==> config.mk <==
export PLATFORM = sky130hd
export DESIGN_NAME = config_map_lexer_top
export DESIGN_NICKNAME = d
export VERILOG_FILES = /design/src/sv/cml_pkg.sv /design/src/sv/config_map_lexer_top.sv
export SDC_FILE = /design/constraint.sdc
export NUM_CORES = 1
export LEC_CHECK = 0
export BUFFER_PORTS_ARGS = -buffer_cell sky130_fd_sc_hd__buf_2
export CAP_MARGIN = 20
export CORE_UTILIZATION = 60
export DETAILED_ROUTE_END_ITERATION = 10
export PLACE_DENSITY_LB_ADDON = 0.15
export SLEW_MARGIN = 20
export SYNTH_ARGS = -nofsm -noshare
export SYNTH_HDL_FRONTEND = slang
export SYNTH_SLANG_ARGS = --single-unit
==> constraint.sdc <==
create_clock -name clock -period 12.7 [get_ports clock]
set_input_delay 1.905 -clock clock [delete_from_list [all_inputs] [get_ports clock]]
set_output_delay 1.905 -clock clock [all_outputs]
set_load 0.02 [all_outputs]
==> src/sv/cml_pkg.sv <==
package cml_pkg;

   // Field widths of the result channel.
   localparam int KindWidth = 4;
   localparam int CharWidth = 8;
   localparam int LineWidth = 16;

   // Default width of the row and column counters.
   localparam int PosBitsDefault = 16;

   // Token kind codes.
   typedef enum logic [KindWidth-1:0] {
      KIND_LIT      = 4'd0,
      KIND_END      = 4'd1,
      KIND_EQUALS   = 4'd2,
      KIND_COMMA    = 4'd3,
      KIND_SEMI     = 4'd4,
      KIND_LBRACKET = 4'd5,
      KIND_RBRACKET = 4'd6,
      KIND_LBRACE   = 4'd7,
      KIND_RBRACE   = 4'd8,
      KIND_EOF      = 4'd9,
      KIND_EOF_STR  = 4'd10,
      KIND_EOF_CMT  = 4'd11
   } kind_type;

   // Character codes the lexer reacts to.
   localparam logic [CharWidth-1:0] CharEnd       = 8'h00;
   localparam logic [CharWidth-1:0] CharTab       = 8'h09;
   localparam logic [CharWidth-1:0] CharNewline   = 8'h0A;
   localparam logic [CharWidth-1:0] CharCr        = 8'h0D;
   localparam logic [CharWidth-1:0] CharSpace     = 8'h20;
   localparam logic [CharWidth-1:0] CharQuote     = 8'h22;
   localparam logic [CharWidth-1:0] CharStar      = 8'h2A;
   localparam logic [CharWidth-1:0] CharComma     = 8'h2C;
   localparam logic [CharWidth-1:0] CharSlash     = 8'h2F;
   localparam logic [CharWidth-1:0] CharSemi      = 8'h3B;
   localparam logic [CharWidth-1:0] CharEquals    = 8'h3D;
   localparam logic [CharWidth-1:0] CharLBracket  = 8'h5B;
   localparam logic [CharWidth-1:0] CharBackslash = 8'h5C;
   localparam logic [CharWidth-1:0] CharRBracket  = 8'h5D;
   localparam logic [CharWidth-1:0] CharLBrace    = 8'h7B;
   localparam logic [CharWidth-1:0] CharRBrace    = 8'h7D;

   // Space, tab, newline, vertical tab, form feed and carriage return.
   function automatic logic is_space(input logic [CharWidth-1:0] c);
      return c inside {CharSpace, [CharTab:CharCr]};
   endfunction

   // Kind of a punctuation byte; the literal code when it is not punctuation.
   function automatic kind_type punct_kind(input logic [CharWidth-1:0] c);
      kind_type k;
      case (c)
         CharEquals:   k = KIND_EQUALS;
         CharComma:    k = KIND_COMMA;
         CharSemi:     k = KIND_SEMI;
         CharLBracket: k = KIND_LBRACKET;
         CharRBracket: k = KIND_RBRACKET;
         CharLBrace:   k = KIND_LBRACE;
         CharRBrace:   k = KIND_RBRACE;
         default:      k = KIND_LIT;
      endcase
      return k;
   endfunction

   // Bytes that close a bare literal.
   function automatic logic ends_bare(input logic [CharWidth-1:0] c);
      return is_space(c) ||
             (c inside {CharEquals, CharComma, CharSemi, CharRBracket, CharRBrace});
   endfunction

endpackage

==> src/sv/config_map_lexer_top.sv <==
// Character-serial lexer for a configuration-map text format.
// Input channel (req_): one byte per beat on req_char_in; a zero byte ends the
// stream. Result channel (rsp_): token beats with kind, content byte, row,
// column, and rsp_last_result marking the final beat caused by one input byte.
// An input byte yields zero to three result beats. All of its beats carry the
// row and column of that byte.
// The first result beat of a byte is offered in the cycle after the byte is
// accepted. Throughput: one input byte per cycle while rsp_stall is low and
// each byte yields at most one result; a byte with several results holds req_stall
// until its last beat leaves, since the buffer sends at most one beat per cycle.
// A new byte is taken in the same cycle the last pending beat is taken.
// When the receiver asserts rsp_stall, the pending beat holds steady and
// req_stall rises as soon as a byte's results are buffered.
// Reset (synchronous) returns the lexer to idle between tokens, row and column
// to 1, and empties the result buffer. A zero byte does the same after giving
// its end-of-input results, so a new stream can follow at once.
module config_map_lexer_top #(
   parameter int POSITION_BITS = cml_pkg::PosBitsDefault
) (
   input  logic                             clock,
   input  logic                             reset,
   input  logic                             req_valid,
   output logic                             req_stall,
   input  logic [cml_pkg::CharWidth-1:0]    req_char_in,
   output logic                             rsp_valid,
   input  logic                             rsp_stall,
   output logic [cml_pkg::KindWidth-1:0]    rsp_token_kind,
   output logic [cml_pkg::CharWidth-1:0]    rsp_char_out,
   output logic [cml_pkg::LineWidth-1:0]    rsp_line_number,
   output logic [cml_pkg::LineWidth-1:0]    rsp_column_number,
   output logic                             rsp_last_result
);
   import cml_pkg::*;

   localparam int Slots = 3;

   typedef enum logic [2:0] {
      MODE_IDLE,
      MODE_BARE,
      MODE_QUOTED,
      MODE_ESCAPE,
      MODE_SLASH,
      MODE_BLOCK,
      MODE_LINE
   } mode_type;

   localparam logic [POSITION_BITS-1:0] PosOne = POSITION_BITS'(1);
   localparam logic [POSITION_BITS-1:0] PosMax = '1;

   mode_type                 mode_ff, mode_in;
   logic                     star_ff, star_in;
   logic [POSITION_BITS-1:0] row_ff, row_in;
   logic [POSITION_BITS-1:0] col_ff, col_in;

   kind_type                 kind_ff [Slots];
   kind_type                 kind_in [Slots];
   logic [CharWidth-1:0]     char_ff [Slots];
   logic [CharWidth-1:0]     char_in [Slots];
   logic [LineWidth-1:0]     line_ff;
   logic [LineWidth-1:0]     column_ff;
   logic [1:0]               cnt_ff, cnt_in;
   logic [1:0]               idx_ff;

   logic                     req_fire;
   logic                     rsp_fire;
   logic                     last_beat;

   logic [2:0]               tab_off;
   logic [3:0]               tab_step;
   logic [POSITION_BITS:0]   tab_sum;

   // Handshakes: the buffer reloads in the cycle its last beat is taken.
   assign last_beat = (idx_ff == (cnt_ff - 2'd1));
   assign rsp_valid = (cnt_ff != 2'd0);
   assign rsp_fire  = rsp_valid && !rsp_stall;
   assign req_stall = rsp_valid && !(rsp_fire && last_beat);
   assign req_fire  = req_valid && !req_stall;

   // Pending result beat.
   assign rsp_token_kind    = kind_ff[idx_ff];
   assign rsp_char_out      = char_ff[idx_ff];
   assign rsp_line_number   = line_ff;
   assign rsp_column_number = column_ff;
   assign rsp_last_result   = last_beat;

   // Next tab stop at 1 + 8k.
   assign tab_off  = col_ff[2:0] - 3'd1;
   assign tab_step = 4'd8 - {1'b0, tab_off};
   assign tab_sum  = {1'b0, col_ff} + (POSITION_BITS + 1)'(tab_step);

   // Lexer step for the byte on the input port.
   always_comb begin
      logic [1:0] n;
      logic       do_idle;
      kind_type   pk;

      n       = 2'd0;
      do_idle = 1'b0;
      pk      = punct_kind(req_char_in);
      mode_in = mode_ff;
      star_in = star_ff;
      row_in  = row_ff;
      col_in  = col_ff;
      for (int i = 0; i < Slots; i++) begin
         kind_in[i] = KIND_LIT;
         char_in[i] = '0;
      end

      if (req_char_in == CharEnd) begin
         // End of input: close whatever is open, then start a fresh stream.
         case (mode_ff)
            MODE_BARE: begin
               kind_in[0] = KIND_END;
               kind_in[1] = KIND_EOF;
               n = 2'd2;
            end
            MODE_QUOTED, MODE_ESCAPE: begin
               kind_in[0] = KIND_EOF_STR;
               n = 2'd1;
            end
            MODE_SLASH: begin
               kind_in[0] = KIND_LIT;
               char_in[0] = CharSlash;
               kind_in[1] = KIND_END;
               kind_in[2] = KIND_EOF;
               n = 2'd3;
            end
            MODE_BLOCK: begin
               kind_in[0] = KIND_EOF_CMT;
               n = 2'd1;
            end
            default: begin
               kind_in[0] = KIND_EOF;
               n = 2'd1;
            end
         endcase
         mode_in = MODE_IDLE;
         star_in = 1'b0;
         row_in  = PosOne;
         col_in  = PosOne;
      end else begin
         case (mode_ff)
            MODE_BARE: begin
               kind_in[0] = ends_bare(req_char_in) ? KIND_END : KIND_LIT;
               char_in[0] = ends_bare(req_char_in) ? '0 : req_char_in;
               n = 2'd1;
               do_idle = ends_bare(req_char_in);
            end
            MODE_QUOTED: begin
               kind_in[0] = KIND_LIT;
               char_in[0] = req_char_in;
               n = 2'd1;
               if (req_char_in == CharQuote) begin
                  kind_in[1] = KIND_END;
                  n = 2'd2;
                  mode_in = MODE_IDLE;
               end else if (req_char_in == CharBackslash) begin
                  mode_in = MODE_ESCAPE;
               end
            end
            MODE_ESCAPE: begin
               kind_in[0] = KIND_LIT;
               char_in[0] = req_char_in;
               n = 2'd1;
               mode_in = MODE_QUOTED;
            end
            MODE_SLASH: begin
               if (req_char_in == CharStar) begin
                  mode_in = MODE_BLOCK;
                  star_in = 1'b0;
               end else if (req_char_in == CharSlash) begin
                  mode_in = MODE_LINE;
               end else if (ends_bare(req_char_in)) begin
                  // The lone slash was a one-byte literal.
                  kind_in[0] = KIND_LIT;
                  char_in[0] = CharSlash;
                  kind_in[1] = KIND_END;
                  n = 2'd2;
                  do_idle = 1'b1;
               end else begin
                  kind_in[0] = KIND_LIT;
                  char_in[0] = CharSlash;
                  kind_in[1] = KIND_LIT;
                  char_in[1] = req_char_in;
                  n = 2'd2;
                  mode_in = MODE_BARE;
               end
            end
            MODE_BLOCK: begin
               if (req_char_in == CharSlash && star_ff) begin
                  mode_in = MODE_IDLE;
                  star_in = 1'b0;
               end else begin
                  star_in = (req_char_in == CharStar);
               end
            end
            MODE_LINE: begin
               if (req_char_in == CharNewline) begin
                  mode_in = MODE_IDLE;
               end
            end
            default: begin
               do_idle = 1'b1;
            end
         endcase

         // Start of a token from idle.
         if (do_idle) begin
            mode_in = MODE_IDLE;
            if (is_space(req_char_in)) begin
               mode_in = MODE_IDLE;
            end else if (pk != KIND_LIT) begin
               kind_in[n] = pk;
               n = n + 2'd1;
            end else if (req_char_in == CharQuote) begin
               kind_in[n] = KIND_LIT;
               char_in[n] = req_char_in;
               n = n + 2'd1;
               mode_in = MODE_QUOTED;
            end else if (req_char_in == CharSlash) begin
               mode_in = MODE_SLASH;
            end else begin
               kind_in[n] = KIND_LIT;
               char_in[n] = req_char_in;
               n = n + 2'd1;
               mode_in = MODE_BARE;
            end
         end

         // Position of the next byte, saturating.
         if (req_char_in == CharNewline) begin
            row_in = (row_ff == PosMax) ? PosMax : row_ff + PosOne;
            col_in = PosOne;
         end else if (req_char_in == CharTab) begin
            col_in = tab_sum[POSITION_BITS] ? PosMax : tab_sum[POSITION_BITS-1:0];
         end else if (req_char_in != CharCr) begin
            col_in = (col_ff == PosMax) ? PosMax : col_ff + PosOne;
         end
      end
      cnt_in = n;
   end

   // Lexer state and the result buffer; the payload loads with each accepted byte.
   always_ff @(posedge clock) begin
      if (reset) begin
         mode_ff <= MODE_IDLE;
         star_ff <= 1'b0;
         row_ff  <= PosOne;
         col_ff  <= PosOne;
         cnt_ff  <= 2'd0;
         idx_ff  <= 2'd0;
      end else if (req_fire) begin
         mode_ff   <= mode_in;
         star_ff   <= star_in;
         row_ff    <= row_in;
         col_ff    <= col_in;
         cnt_ff    <= cnt_in;
         idx_ff    <= 2'd0;
         kind_ff   <= kind_in;
         char_ff   <= char_in;
         line_ff   <= LineWidth'(row_ff);
         column_ff <= LineWidth'(col_ff);
      end else if (rsp_fire) begin
         if (last_beat) begin
            cnt_ff <= 2'd0;
            idx_ff <= 2'd0;
         end else begin
            idx_ff <= idx_ff + 2'd1;
         end
      end
   end

   // The beat index always points inside the buffered results.
   assert property (@(posedge clock) disable iff (reset)
      rsp_valid |-> (idx_ff < cnt_ff))
      else $error("result index beyond buffered count");

   // End of input restarts the stream at idle, row 1, column 1.
   assert property (@(posedge clock) disable iff (reset)
      (req_fire && req_char_in == CharEnd) |=>
         (mode_ff == MODE_IDLE && !star_ff && row_ff == PosOne && col_ff == PosOne))
      else $error("end of input did not restart the lexer");

   // End of input always gives at least one result beat.
   assert property (@(posedge clock) disable iff (reset)
      (req_fire && req_char_in == CharEnd) |=> rsp_valid)
      else $error("end of input gave no result");

   // With nothing buffered the input side is never held off.
   assert property (@(posedge clock) disable iff (reset)
      !rsp_valid |-> !req_stall)
      else $error("input stalled with an empty result buffer");

   // A taken beat that is not the last one moves on to the next slot.
   assert property (@(posedge clock) disable iff (reset)
      (rsp_fire && !last_beat) |=> (rsp_valid && idx_ff == $past(idx_ff) + 2'd1))
      else $error("result buffer skipped or dropped a beat");

endmodule
==> results.sh, run 1 <==
export IMPL_grt_antenna_before_repair=0
export IMPL_layout_worst_path_cycle_share_pct=33.6
export IMPL_post_cts_resized_instances=0
export IMPL_number_of_nets_in_the_synthesized_netlist=659
export IMPL_place_hpwl_mm=9.93
export IMPL_netlist_instances=635
export IMPL_synth_area_leader_cell="edfxtp_1"
export IMPL_synth_async_reset_ratio_pct=0
export IMPL_ant_nets=0
export IMPL_design_final_nets=692
export IMPL_yosys_area_top_type_share_pct=33.5
export IMPL_finalSetupViolations=0
export IMPL_postLayoutSetupSlackWorst_ns=8.43
export IMPL_timing_fmax_mhz=234
export IMPL_worst_clock_skew_ns=0.0107
export IMPL_place_gp_congestion=0.976
export IMPL_initial_core_util_pct=62.1
export IMPL_finalHoldViolCount=0
export IMPL_internal_power_w=0.000607
export IMPL_critical_path_class="input port to primary output"
export IMPL_power_frac_clock_pct=20.2
export IMPL_wire_length_of_the_first_global_routing_pass_mm=23.0
export IMPL_ys_flop_type="edfxtp_1"
export IMPL_ys_warnings_count=0
export IMPL_drt_initial_drc_count=377
export IMPL_power_density_nw_per_um2=145
export IMPL_slew_violations=0
export IMPL_via_count=5060
export IMPL_final_period_minus_worst_setup_slack_ns=4.27
export IMPL_avgRoutedWirePerCell_um=17.6
export IMPL_synth_xor_xnor_area_share_pct=2.30
export IMPL_category_of_the_worst_setup_path_capture_point="primary output"
export IMPL_yosysUniqueCellTypes=75
export IMPL_clock_root_buffer="clkbuf_8"
export IMPL_cts_sinks=108
export IMPL_synth_simple_area_share_pct=22.3
export IMPL_first_global_vias=4682
export IMPL_cp_start_kind="input port"
export IMPL_rows=36
export IMPL_synth_compound_area_share_pct=20.0
export IMPL_clk_latency_ns=0.39
export IMPL_synth_edff_count=68
export IMPL_grt_max_degree=48
export IMPL_path_cells="buf_2 > inv_1 > a21oi_1 > buf_2"
export IMPL_cts_max_level=3
export IMPL_rsz_0062_raised_after_global_routing="no"
export IMPL_drt_pass1_iterations=6
export IMPL_worst_pin_slew_ns=0.936
export IMPL_diodes=0
export IMPL_grt_remaining_overflow=0
export IMPL_vias_per_cell=6.28
export IMPL_critPathSlowestCell="buf_2"
export IMPL_combinational_family_with_the_most_area_after_synthesis="simple AND/OR/NAND/NOR gates"
export IMPL_mux_share_of_post_synthesis_cell_area_pct=2.30
export IMPL_area_delta_synth_final_pct=8.31
export IMPL_cts_hold_repair_buffers=0
export IMPL_power_share_sequential_pct=46.8
export IMPL_die_width_um=103
export IMPL_post_route_cells_drive_above_1_share_pct=15.0
export IMPL_die_area_sq_um=10600
export IMPL_slew_headroom_pct=37.5
export IMPL_p_leak_nw=2.34
export IMPL_r2r_worst_path_cells=7
export IMPL_worst_hold_startpoint="row_ff[5]"
export IMPL_worstPathRequired_ns=10.80
export IMPL_worst_case_vdd_ir_drop_uv=112
export IMPL_status="finished clean"
export IMPL_worst_hold_path_type="flip-flop to flip-flop"
export IMPL_clkTransAtPathRegs_ns=0.10
export IMPL_worstHoldPathCells=0
export IMPL_seq_cells_post_synth=108
export IMPL_power_switching_w=0.000353
export IMPL_post_route_drc_count=0
export IMPL_portBuffers=58
export IMPL_synth_area_top_cells="edfxtp_1 (33%), dfxtp_1 (13%), o21ai_0 (3.9%)"
export IMPL_source_of_the_critical_timing_path="rsp_stall"
export IMPL_cpMostUsedCell="buf_2"
export IMPL_post_cts_repair_setup_buffers=0
export IMPL_pre_cts_setup_slack_ns=8.09
export IMPL_tritoncts="built"
export IMPL_cts_inserted_buffers=9
export IMPL_comb_power_share_pct=33.0
export IMPL_route_final_wire_length_mm=14.2
export IMPL_grt_util_all_layers_pct=28.5
export IMPL_timing_critical_path_fanout_max=3
export IMPL_critical_path_reg2reg_startpoint="idx_ff[0]"
export IMPL_core_area_sq_um=9820
export IMPL_dieHeight_um=103
export IMPL_timing_setup_tns_ns=0
export IMPL_critical_path_max_stage_delay_ns=0.18
export IMPL_signal_arrival_time_at_the_worst_endpoint_ns=2.36
export IMPL_max_clock_buf_depth=2
export IMPL_fillerInstances=825
export IMPL_post_synth_fa_ha_maj_area_fraction_pct=2.58
export IMPL_synth_cell_area_sq_um=6100
export IMPL_max_cap_violations=0
export IMPL_syn_area_per_cell_sq_um=9.61
export IMPL_swShare_pct=36.7
export IMPL_synth_sequential_area_ratio_pct=46.6
export IMPL_num_io_pins=59
==> final cells by class <==
cell class	count	area, sq um	area share (%)
clock buffers	10	128	1.93
clock inverters	6	47.5	0.720
inverters	18	67.6	1.02
multi-input cells	469	3040	45.9
flip-flops and latches	108	2840	43.0
well taps	133	166	2.52
repair buffers	62	320	4.85
==> layer usage <==
layer	wire, um	global-route usage, %	part of all wire (%)
met1	6180	37.3	43
met2	6930	46.9	49
met3	785	4.88	5.5
met4	313	11.8	2.2
met5	0	0	0
==> cells in the mapped netlist, drive strengths merged (8+ instances only) <==
cell type,n
o21ai,49
buf,9
mux2i,14
xor2,9
nand2b,8
edfxtp,68
nor2b,16
ha,11
clkbuf,31
a21oi,43
and3,12
a31oi,10
nand3,17
nor2,46
dfxtp,40
and2,16
a21o,13
inv,18
nand4,9
a211oi,13
o31ai,10
nand2,56
nor3,18
==> power by group through the flow <==
stage	registers, W	logic [W]	clock network (W)
5_1_grt	0.000454	0.000347	0.000209
4_1_cts	0.000449	0.000315	0.000196
3_3_place_gp	0.000456	0.000304	0
3_5_place_dp	0.000457	0.000313	0
2_1_floorplan	0.000458	0.000232	0
6_report	0.000449	0.000317	0.000194
==> critical path: cells and delay by family <==
family          cells  cell delay [ns]
buf+inv             3             0.35
compound gates      1             0.11
==> cells by family after synthesis <==
family                   after synthesis
flip-flops                           108
adder cells (fa/ha/maj)               12
AND/OR/NAND/NOR                      242
XOR/XNOR                              16
multiplexers                          14
AO/OA/AOI/OAI                        185
buffers and inverters                 58
==> worst paths after layout <==
kind / to / slack [ns]
worst max-delay path: req_stall / 8.43
worst max register to register: cnt_ff[0] / 9.19
worst min-delay path: rsp_line_number[5] / 0.48
worst min register to register: rsp_line_number[5] / 0.48
==> cells in the final DEF (no fill, tap or decap), drive strengths merged, types with 5 or more instances in the layout <==
| master | count |
|---|---|
| nand4 | 9 |
| edfxtp | 68 |
| nor3b | 5 |
| o21ai | 49 |
| and3 | 12 |
| a21o | 13 |
| nand2 | 56 |
| a41oi | 6 |
| or2 | 7 |
| a211oi | 13 |
| nor2 | 46 |
| nand2b | 8 |
| buf | 62 |
| nand3 | 17 |
| nor2b | 16 |
| a31oi | 10 |
| nor3 | 18 |
| and4 | 7 |
| a32oi | 5 |
| clkbuf | 10 |
| o22ai | 5 |
| and2 | 16 |
| xor2 | 9 |
| inv | 20 |
| or3 | 6 |
| xnor2 | 7 |
| ha | 11 |
| nor4 | 7 |
| a21oi | 43 |
| dfxtp | 40 |
| mux2i | 14 |
| a22oi | 5 |
| o31ai | 10 |
==> per-stage QoR <==
step	hold slack (ns)	instance area [sq um]	util (%)	instances	total power, W
floorplan	0.406	6100	-	635	0.000690
global placement	0.446	6420	65.4	790	0.000760
detailed placement	0.447	6420	65.4	790	0.000770
CTS	0.471	6600	67.2	806	0.000960
global route	0.476	6610	67.3	806	0.00101
finish	0.481	6610	67.3	806	0.000960
==> sequential cells by signal, summed over array words and instances, names as in the netlist <==
| register | flops |
|---|---|
| mode_ff | 3 |
| star_ff | 1 |
| rsp_column_number | 16 |
| rsp_line_number | 16 |
| row_ff | 16 |
| cnt_ff | 2 |
| idx_ff | 2 |
| char_ff | 24 |
| col_ff | 16 |
| kind_ff | 12 |
(Power assumes the default switching activity.)
==> run 2, diff against run 1 <==
--- a/config.mk
+++ b/config.mk
@@ -7,7 +7,7 @@
 export LEC_CHECK = 0
 export BUFFER_PORTS_ARGS = -buffer_cell sky130_fd_sc_hd__buf_2
 export CAP_MARGIN = 20
-export CORE_UTILIZATION = 60
+export CORE_UTILIZATION = 54
 export DETAILED_ROUTE_END_ITERATION = 10
 export PLACE_DENSITY_LB_ADDON = 0.15
 export SLEW_MARGIN = 20
==> constraint.sdc (replaced) <==
create_clock -name clock -period 3.75 [get_ports clock]
set_input_delay 0.5625 -clock clock [delete_from_list [all_inputs] [get_ports clock]]
set_output_delay 0.5625 -clock clock [all_outputs]
set_load 0.02 [all_outputs]
==> run 2 against run 1 <==
Clock skew down 0.0025 ns; critical path depth increased by 8; worst setup slack worse by 7.8 ns; first-iteration DRC count fell by 11%; non-clock buffer count increased by 6; sequential power rose to 3.4 times the previous value; clock power increased to 4.9 times the previous value; global-route usage fell by 2.8 points.
==> results.sh, run 2 (synthesized netlist as in run 1, its figures left out) <==
export IMPL_clkTransAtPathRegs_ns=0.07
export IMPL_diodes=0
export IMPL_route_final_wire_length_mm=14.1
export IMPL_critical_path_reg2reg_startpoint="col_ff[0]"
export IMPL_post_cts_resized_instances=0
export IMPL_finalSetupViolations=0
export IMPL_ant_nets=0
export IMPL_critical_path_reg2reg_endpoint="col_ff[9]"
export IMPL_category_of_the_worst_setup_path_capture_point="flip-flop"
export IMPL_num_io_pins=59
export IMPL_initial_core_util_pct=55.8
export IMPL_cts_hold_repair_buffers=0
export IMPL_first_global_vias=4609
export IMPL_rsz_0062_raised_after_global_routing="no"
export IMPL_cts_inserted_buffers=9
export IMPL_vias_per_cell=6.19
export IMPL_clk_latency_ns=0.36
export IMPL_worst_hold_startpoint="row_ff[5]"
export IMPL_drt_initial_drc_count=334
export IMPL_worstPathRequired_ns=3.96
export IMPL_finalHoldViolCount=0
export IMPL_path_cells="inv_1 > ha_1 > xnor2_1 > xor2_1 > ha_1 > a21o_1 > a21o_1 > a41oi_1 > a22oi_1 > o21ai_0 > o31a_1 > nor3_1"
export IMPL_grt_antenna_before_repair=0
export IMPL_timing_fmax_mhz=318
export IMPL_die_area_sq_um=11700
export IMPL_flip_flop_count_of_the_largest_register_after_layout=24
export IMPL_fillerInstances=928
export IMPL_cts_max_level=3
export IMPL_post_route_cells_drive_above_1_share_pct=15.6
export IMPL_core_area_sq_um=10900
export IMPL_timing_setup_tns_ns=0
export IMPL_rows=38
export IMPL_worst_clock_skew_ns=0.00820
export IMPL_critical_path_max_stage_delay_ns=0.48
export IMPL_cts_sinks=108
export IMPL_max_cap_violations=0
export IMPL_signal_arrival_time_at_the_worst_endpoint_ns=3.36
export IMPL_status="finished clean"
export IMPL_post_route_drc_count=0
export IMPL_layout_commonest_cell="edfxtp_1"
export IMPL_register_with_the_most_flip_flops="char_ff"
export IMPL_grt_max_degree=71
export IMPL_power_frac_clock_pct=26.9
export IMPL_slew_headroom_pct=35.6
export IMPL_worst_path_dominant_cell_family="compound AO/OA/AOI/OAI gates"
export IMPL_worst_hold_path_type="flip-flop to flip-flop"
export IMPL_multi_input_logic_area_sq_um=3030
export IMPL_register_area_sq_um=2840
export IMPL_via_count=5070
export IMPL_slew_violations=0
export IMPL_avgRoutedWirePerCell_um=17.2
export IMPL_critPathSlowestCell="dfxtp_1"
export IMPL_tritoncts="built"
export IMPL_swShare_pct=34.5
export IMPL_final_period_minus_worst_setup_slack_ns=3.14
export IMPL_dieHeight_um=108
export IMPL_die_width_um=108
export IMPL_power_switching_w=0.00122
export IMPL_place_gp_congestion=0.856
export IMPL_timing_critical_path_fanout_max=9
export IMPL_drt_pass1_iterations=5
export IMPL_grt_remaining_overflow=0
export IMPL_design_final_nets=698
export IMPL_critical_path_class="flip-flop to flip-flop"
export IMPL_worstHoldEndpoint="rsp_line_number[5]"
export IMPL_wire_length_of_the_first_global_routing_pass_mm=23.2
export IMPL_comb_power_share_pct=30.6
export IMPL_power_share_sequential_pct=42.5
export IMPL_internal_power_w=0.00232
export IMPL_r2r_worst_path_cells=12
export IMPL_max_clock_buf_depth=2
export IMPL_grt_util_all_layers_pct=25.6
export IMPL_p_leak_nw=2.44
export IMPL_worst_path_buf_inv=1
export IMPL_power_density_nw_per_um2=522
export IMPL_report_power_total_w=0.00354
export IMPL_post_cts_repair_setup_buffers=0
export IMPL_portBuffers=58
export IMPL_clock_root_buffer="clkbuf_16"
export IMPL_cp_start_kind="flip-flop"
export IMPL_area_delta_synth_final_pct=11.3
export IMPL_worstHoldPathCells=0
export IMPL_worst_pin_slew_ns=0.964
export IMPL_place_hpwl_mm=9.59
export IMPL_r2r_setup_slk_ns=0.61
export IMPL_most_common_layout_cells="edfxtp_1 (68), buf_2 (58), nand2_1 (56), o21ai_0 (48)"
export IMPL_worst_case_vdd_ir_drop_uv=398
export IMPL_layout_worst_path_cycle_share_pct=83.9
-- run 2: cell count changes in the layout (fill, tap and decap cells not counted), sizes merged --
cell      change
clkinvlp      -1
inv           +1
buf           +6
-- run 2: how the worst max path moves through the flow --
stage,cells after the start,from,endpoint,slack [ns]
6_report,12,col_ff[0],col_ff[9],0.61
5_1_grt,11,req_char_in[7],kind_ff[8],0.46
4_1_cts,12,col_ff[0],col_ff[9],0.63
3_5_place_dp,11,req_char_in[7],kind_ff[8],0.44
3_3_place_gp,11,req_char_in[7],kind_ff[8],0.58
2_1_floorplan,8,cnt_ff[0],cnt_ff[0],0.07
-- run 2: power by group through the flow --
stage                     clock network, W  registers (W)  logic, W
after floorplan                          0        0.00155  0.000785
after global placement                   0        0.00153   0.00105
after detailed placement                 0        0.00153   0.00108
after CTS                         0.000981        0.00150   0.00108
after global routing               0.00102        0.00152   0.00119
final                             0.000955        0.00151   0.00108
-- run 2: area by class of cell --
cell class	count	share of cell area, %
tap	140	2.58
sequential	108	41.9
clock inverter	6	0.755
multi-input combinational	469	44.6
inverter	18	0.995
clock buffer	10	3.69
timing repair buffer	68	5.56
-- run 2: metrics by stage --
stage / setup WS [ns] / hold slack, ns / area [sq um] / util, % / instances
after floorplan: 0.0677 / 0.406 / 6100 / - / 635
after global placement: 0.580 / 0.442 / 6480 / 59.3 / 802
after detailed placement: 0.444 / 0.458 / 6490 / 59.3 / 803
after CTS: 0.628 / 0.474 / 6790 / 62.1 / 819
after global routing: 0.462 / 0.501 / 6790 / 62.1 / 819
final: 0.605 / 0.472 / 6790 / 62.1 / 819
-- run 2: worst register-to-register path, delay by kind of cell, from the launching register on --
family	cells	cell delay, ns
compound gates	6	1.37
fa+ha+maj	2	0.51
xor+xnor	2	0.51
flops	1	0.48
buf+inv	1	0.10
simple gates	1	0.04
-- run 2: layer usage --
layer  routed length, um  track usage (%)
met1                6590             36.3
met5                   0                0
met3                 714             5.67
met2                6570             39.4
met4                 181             7.63
==> run 3, diff against run 2 <==
--- a/config.mk
+++ b/config.mk
@@ -7,7 +7,7 @@
 export LEC_CHECK = 0
 export BUFFER_PORTS_ARGS = -buffer_cell sky130_fd_sc_hd__buf_2
 export CAP_MARGIN = 20
-export CORE_UTILIZATION = 54
+export CORE_UTILIZATION = 60
 export DETAILED_ROUTE_END_ITERATION = 10
 export PLACE_DENSITY_LB_ADDON = 0.15
 export SLEW_MARGIN = 20
==> constraint.sdc (replaced) <==
create_clock -name clock -period 2.9 [get_ports clock]
set_input_delay 0.435 -clock clock [delete_from_list [all_inputs] [get_ports clock]]
set_output_delay 0.435 -clock clock [all_outputs]
set_load 0.02 [all_outputs]
==> run 3 against run 2 <==
Register-to-register slack got worse by 0.50 ns; first-iteration DRC count up 13%; fmax grew 12%; worst hold slack worse by 0.071 ns; sequential power is 26% higher; design area up 0.64%; critical path depth is 1 lower; combinational power up 42%; final cell count is 2.0% higher; die area down 9.8%; count of clock-buffer cells in the layout unchanged; sequential share of layout area down 0.25 points; largest cell class unchanged.
==> results.sh, run 3 (synthesized netlist as in run 1, its figures left out) <==
export IMPL_diodes=0
export IMPL_first_global_vias=4632
export IMPL_status="finished clean"
export IMPL_route_final_wire_length_mm=13.9
export IMPL_place_gp_congestion=0.923
export IMPL_layout_commonest_cell="edfxtp_1"
export IMPL_drt_pass1_iterations=6
export IMPL_vias_per_cell=6.18
export IMPL_rsz_0062_raised_after_global_routing="yes"
export IMPL_power_density_nw_per_um2=628
export IMPL_finalSetupViolations=0
export IMPL_clkTransAtPathRegs_ns=0.11
export IMPL_layout_worst_path_cycle_share_pct=96.4
export IMPL_post_route_drc_count=0
export IMPL_wire_length_of_the_first_global_routing_pass_mm=22.7
export IMPL_ant_nets=0
export IMPL_area_delta_synth_final_pct=12.0
export IMPL_signal_arrival_time_at_the_worst_endpoint_ns=3.03
export IMPL_max_clock_buf_depth=2
export IMPL_report_power_total_w=0.00429
export IMPL_grt_util_all_layers_pct=27.9
export IMPL_portBuffers=58
export IMPL_clk_latency_ns=0.38
export IMPL_register_with_the_most_flip_flops="char_ff"
export IMPL_critical_path_class="flip-flop to flip-flop"
export IMPL_worst_clock_skew_ns=0.0107
export IMPL_initial_core_util_pct=62.1
export IMPL_clock_root_buffer="clkbuf_8"
export IMPL_drt_initial_drc_count=378
export IMPL_cts_sinks=108
export IMPL_design_final_nets=721
export IMPL_worst_case_vdd_ir_drop_uv=366
export IMPL_avgRoutedWirePerCell_um=16.7
export IMPL_timing_fmax_mhz=358
export IMPL_die_area_sq_um=10600
export IMPL_via_count=5159
export IMPL_max_cap_violations=0
export IMPL_grt_max_degree=39
export IMPL_slew_violations=0
export IMPL_timing_setup_tns_ns=0
export IMPL_category_of_the_worst_setup_path_capture_point="flip-flop"
export IMPL_grt_antenna_before_repair=0
export IMPL_dieHeight_um=103
export IMPL_slew_headroom_pct=49.2
export IMPL_post_cts_repair_setup_buffers=0
export IMPL_rows=36
export IMPL_cp_start_kind="flip-flop"
export IMPL_num_io_pins=59
export IMPL_core_area_sq_um=9820
export IMPL_cts_max_level=3
export IMPL_worst_hold_path_type="input port to flip-flop"
export IMPL_post_route_cells_drive_above_1_share_pct=18.7
export IMPL_cts_inserted_buffers=9
export IMPL_grt_remaining_overflow=0
export IMPL_place_hpwl_mm=9.89
export IMPL_timing_critical_path_fanout_max=10
export IMPL_holdWs_ns=0.401
export IMPL_final_period_minus_worst_setup_slack_ns=2.80
export IMPL_tritoncts="built"
export IMPL_flip_flop_count_of_the_largest_register_after_layout=24
export IMPL_most_common_layout_cells="edfxtp_1 (68), buf_2 (58), nand2_1 (56), o21ai_0 (48)"
export IMPL_worst_pin_slew_ns=0.763
export IMPL_worstPathRequired_ns=3.13
export IMPL_finalHoldViolCount=0
export IMPL_p_leak_nw=2.49
export IMPL_die_width_um=103
[run 3: path summary, 6_finish.rpt]
| path | from | endpoint | slack (ns) | cells after the start |
|---|---|---|---|---|
| hold reg to reg | row_ff[10] | rsp_line_number[10] | 0.47 | 0 |
| hold / removal | rsp_stall | idx_ff[0] | 0.40 | 4 |
| setup reg to reg | col_ff[1] | col_ff[7] | 0.10 | 11 |
| setup / recovery | col_ff[1] | col_ff[7] | 0.10 | 11 |
[run 3: report_power, final]
part	leakage, nW	switching [W]	internal, W
logic	1.43	0.000965	0.000570
registers	0.972	0.0000652	0.00184
clock network	0.0880	0.000527	0.000322
total	2.49	0.00156	0.00273
[run 3: area by class of cell]
type / instances / area, sq um
flip-flops and latches: 108 / 2840
fillers: 813 / 2990
well taps: 133 / 166
repair buffers: 91 / 551
inverters: 18 / 67.6
clock buffers: 10 / 128
multi-input cells: 469 / 3030
clock inverters: 6 / 45.0
[run 3: timing repair]
| action | in CTS | in global routing |
|---|---|---|
| hold buffers | 0 | 0 |
| resized for setup | 0 | 4 |
| setup endpoints to repair | 0 | 10 |
[run 3: metrics by stage]
| stage | worst slack [ns] | std cells | instance area, sq um | util (%) |
|---|---|---|---|---|
| floorplan | 0.00897 | 635 | 6110 | - |
| global placement | 0.168 | 819 | 6650 | 67.7 |
| detailed placement | 0.0559 | 819 | 6650 | 67.7 |
| CTS | 0.0172 | 835 | 6830 | 69.5 |
| global route | -0.0400 | 835 | 6830 | 69.6 |
| finish | 0.104 | 835 | 6830 | 69.6 |
[run 3: per-layer routing]
layer / global-route usage [%] / vias to the layer above / wire length [um]
met5: 0 / - / 0
met4: 9.32 / 0 / 225
met3: 3.66 / 20 / 826
met2: 44.4 / 206 / 6490
met1: 39.5 / 2432 / 6400
li1: - / 2501 / -
[run 3: critical path, stage by stage (launching register included)]
cell and delay [ns]:
dfxtp_2 0.39, inv_1 0.09, ha_1 0.19, xnor2_1 0.20, xor2_1 0.27, ha_1 0.28, a21o_1 0.19, a21o_1 0.22
a41o_2 0.37, o22ai_1 0.23, or3_1 0.15, a21oi_1 0.07
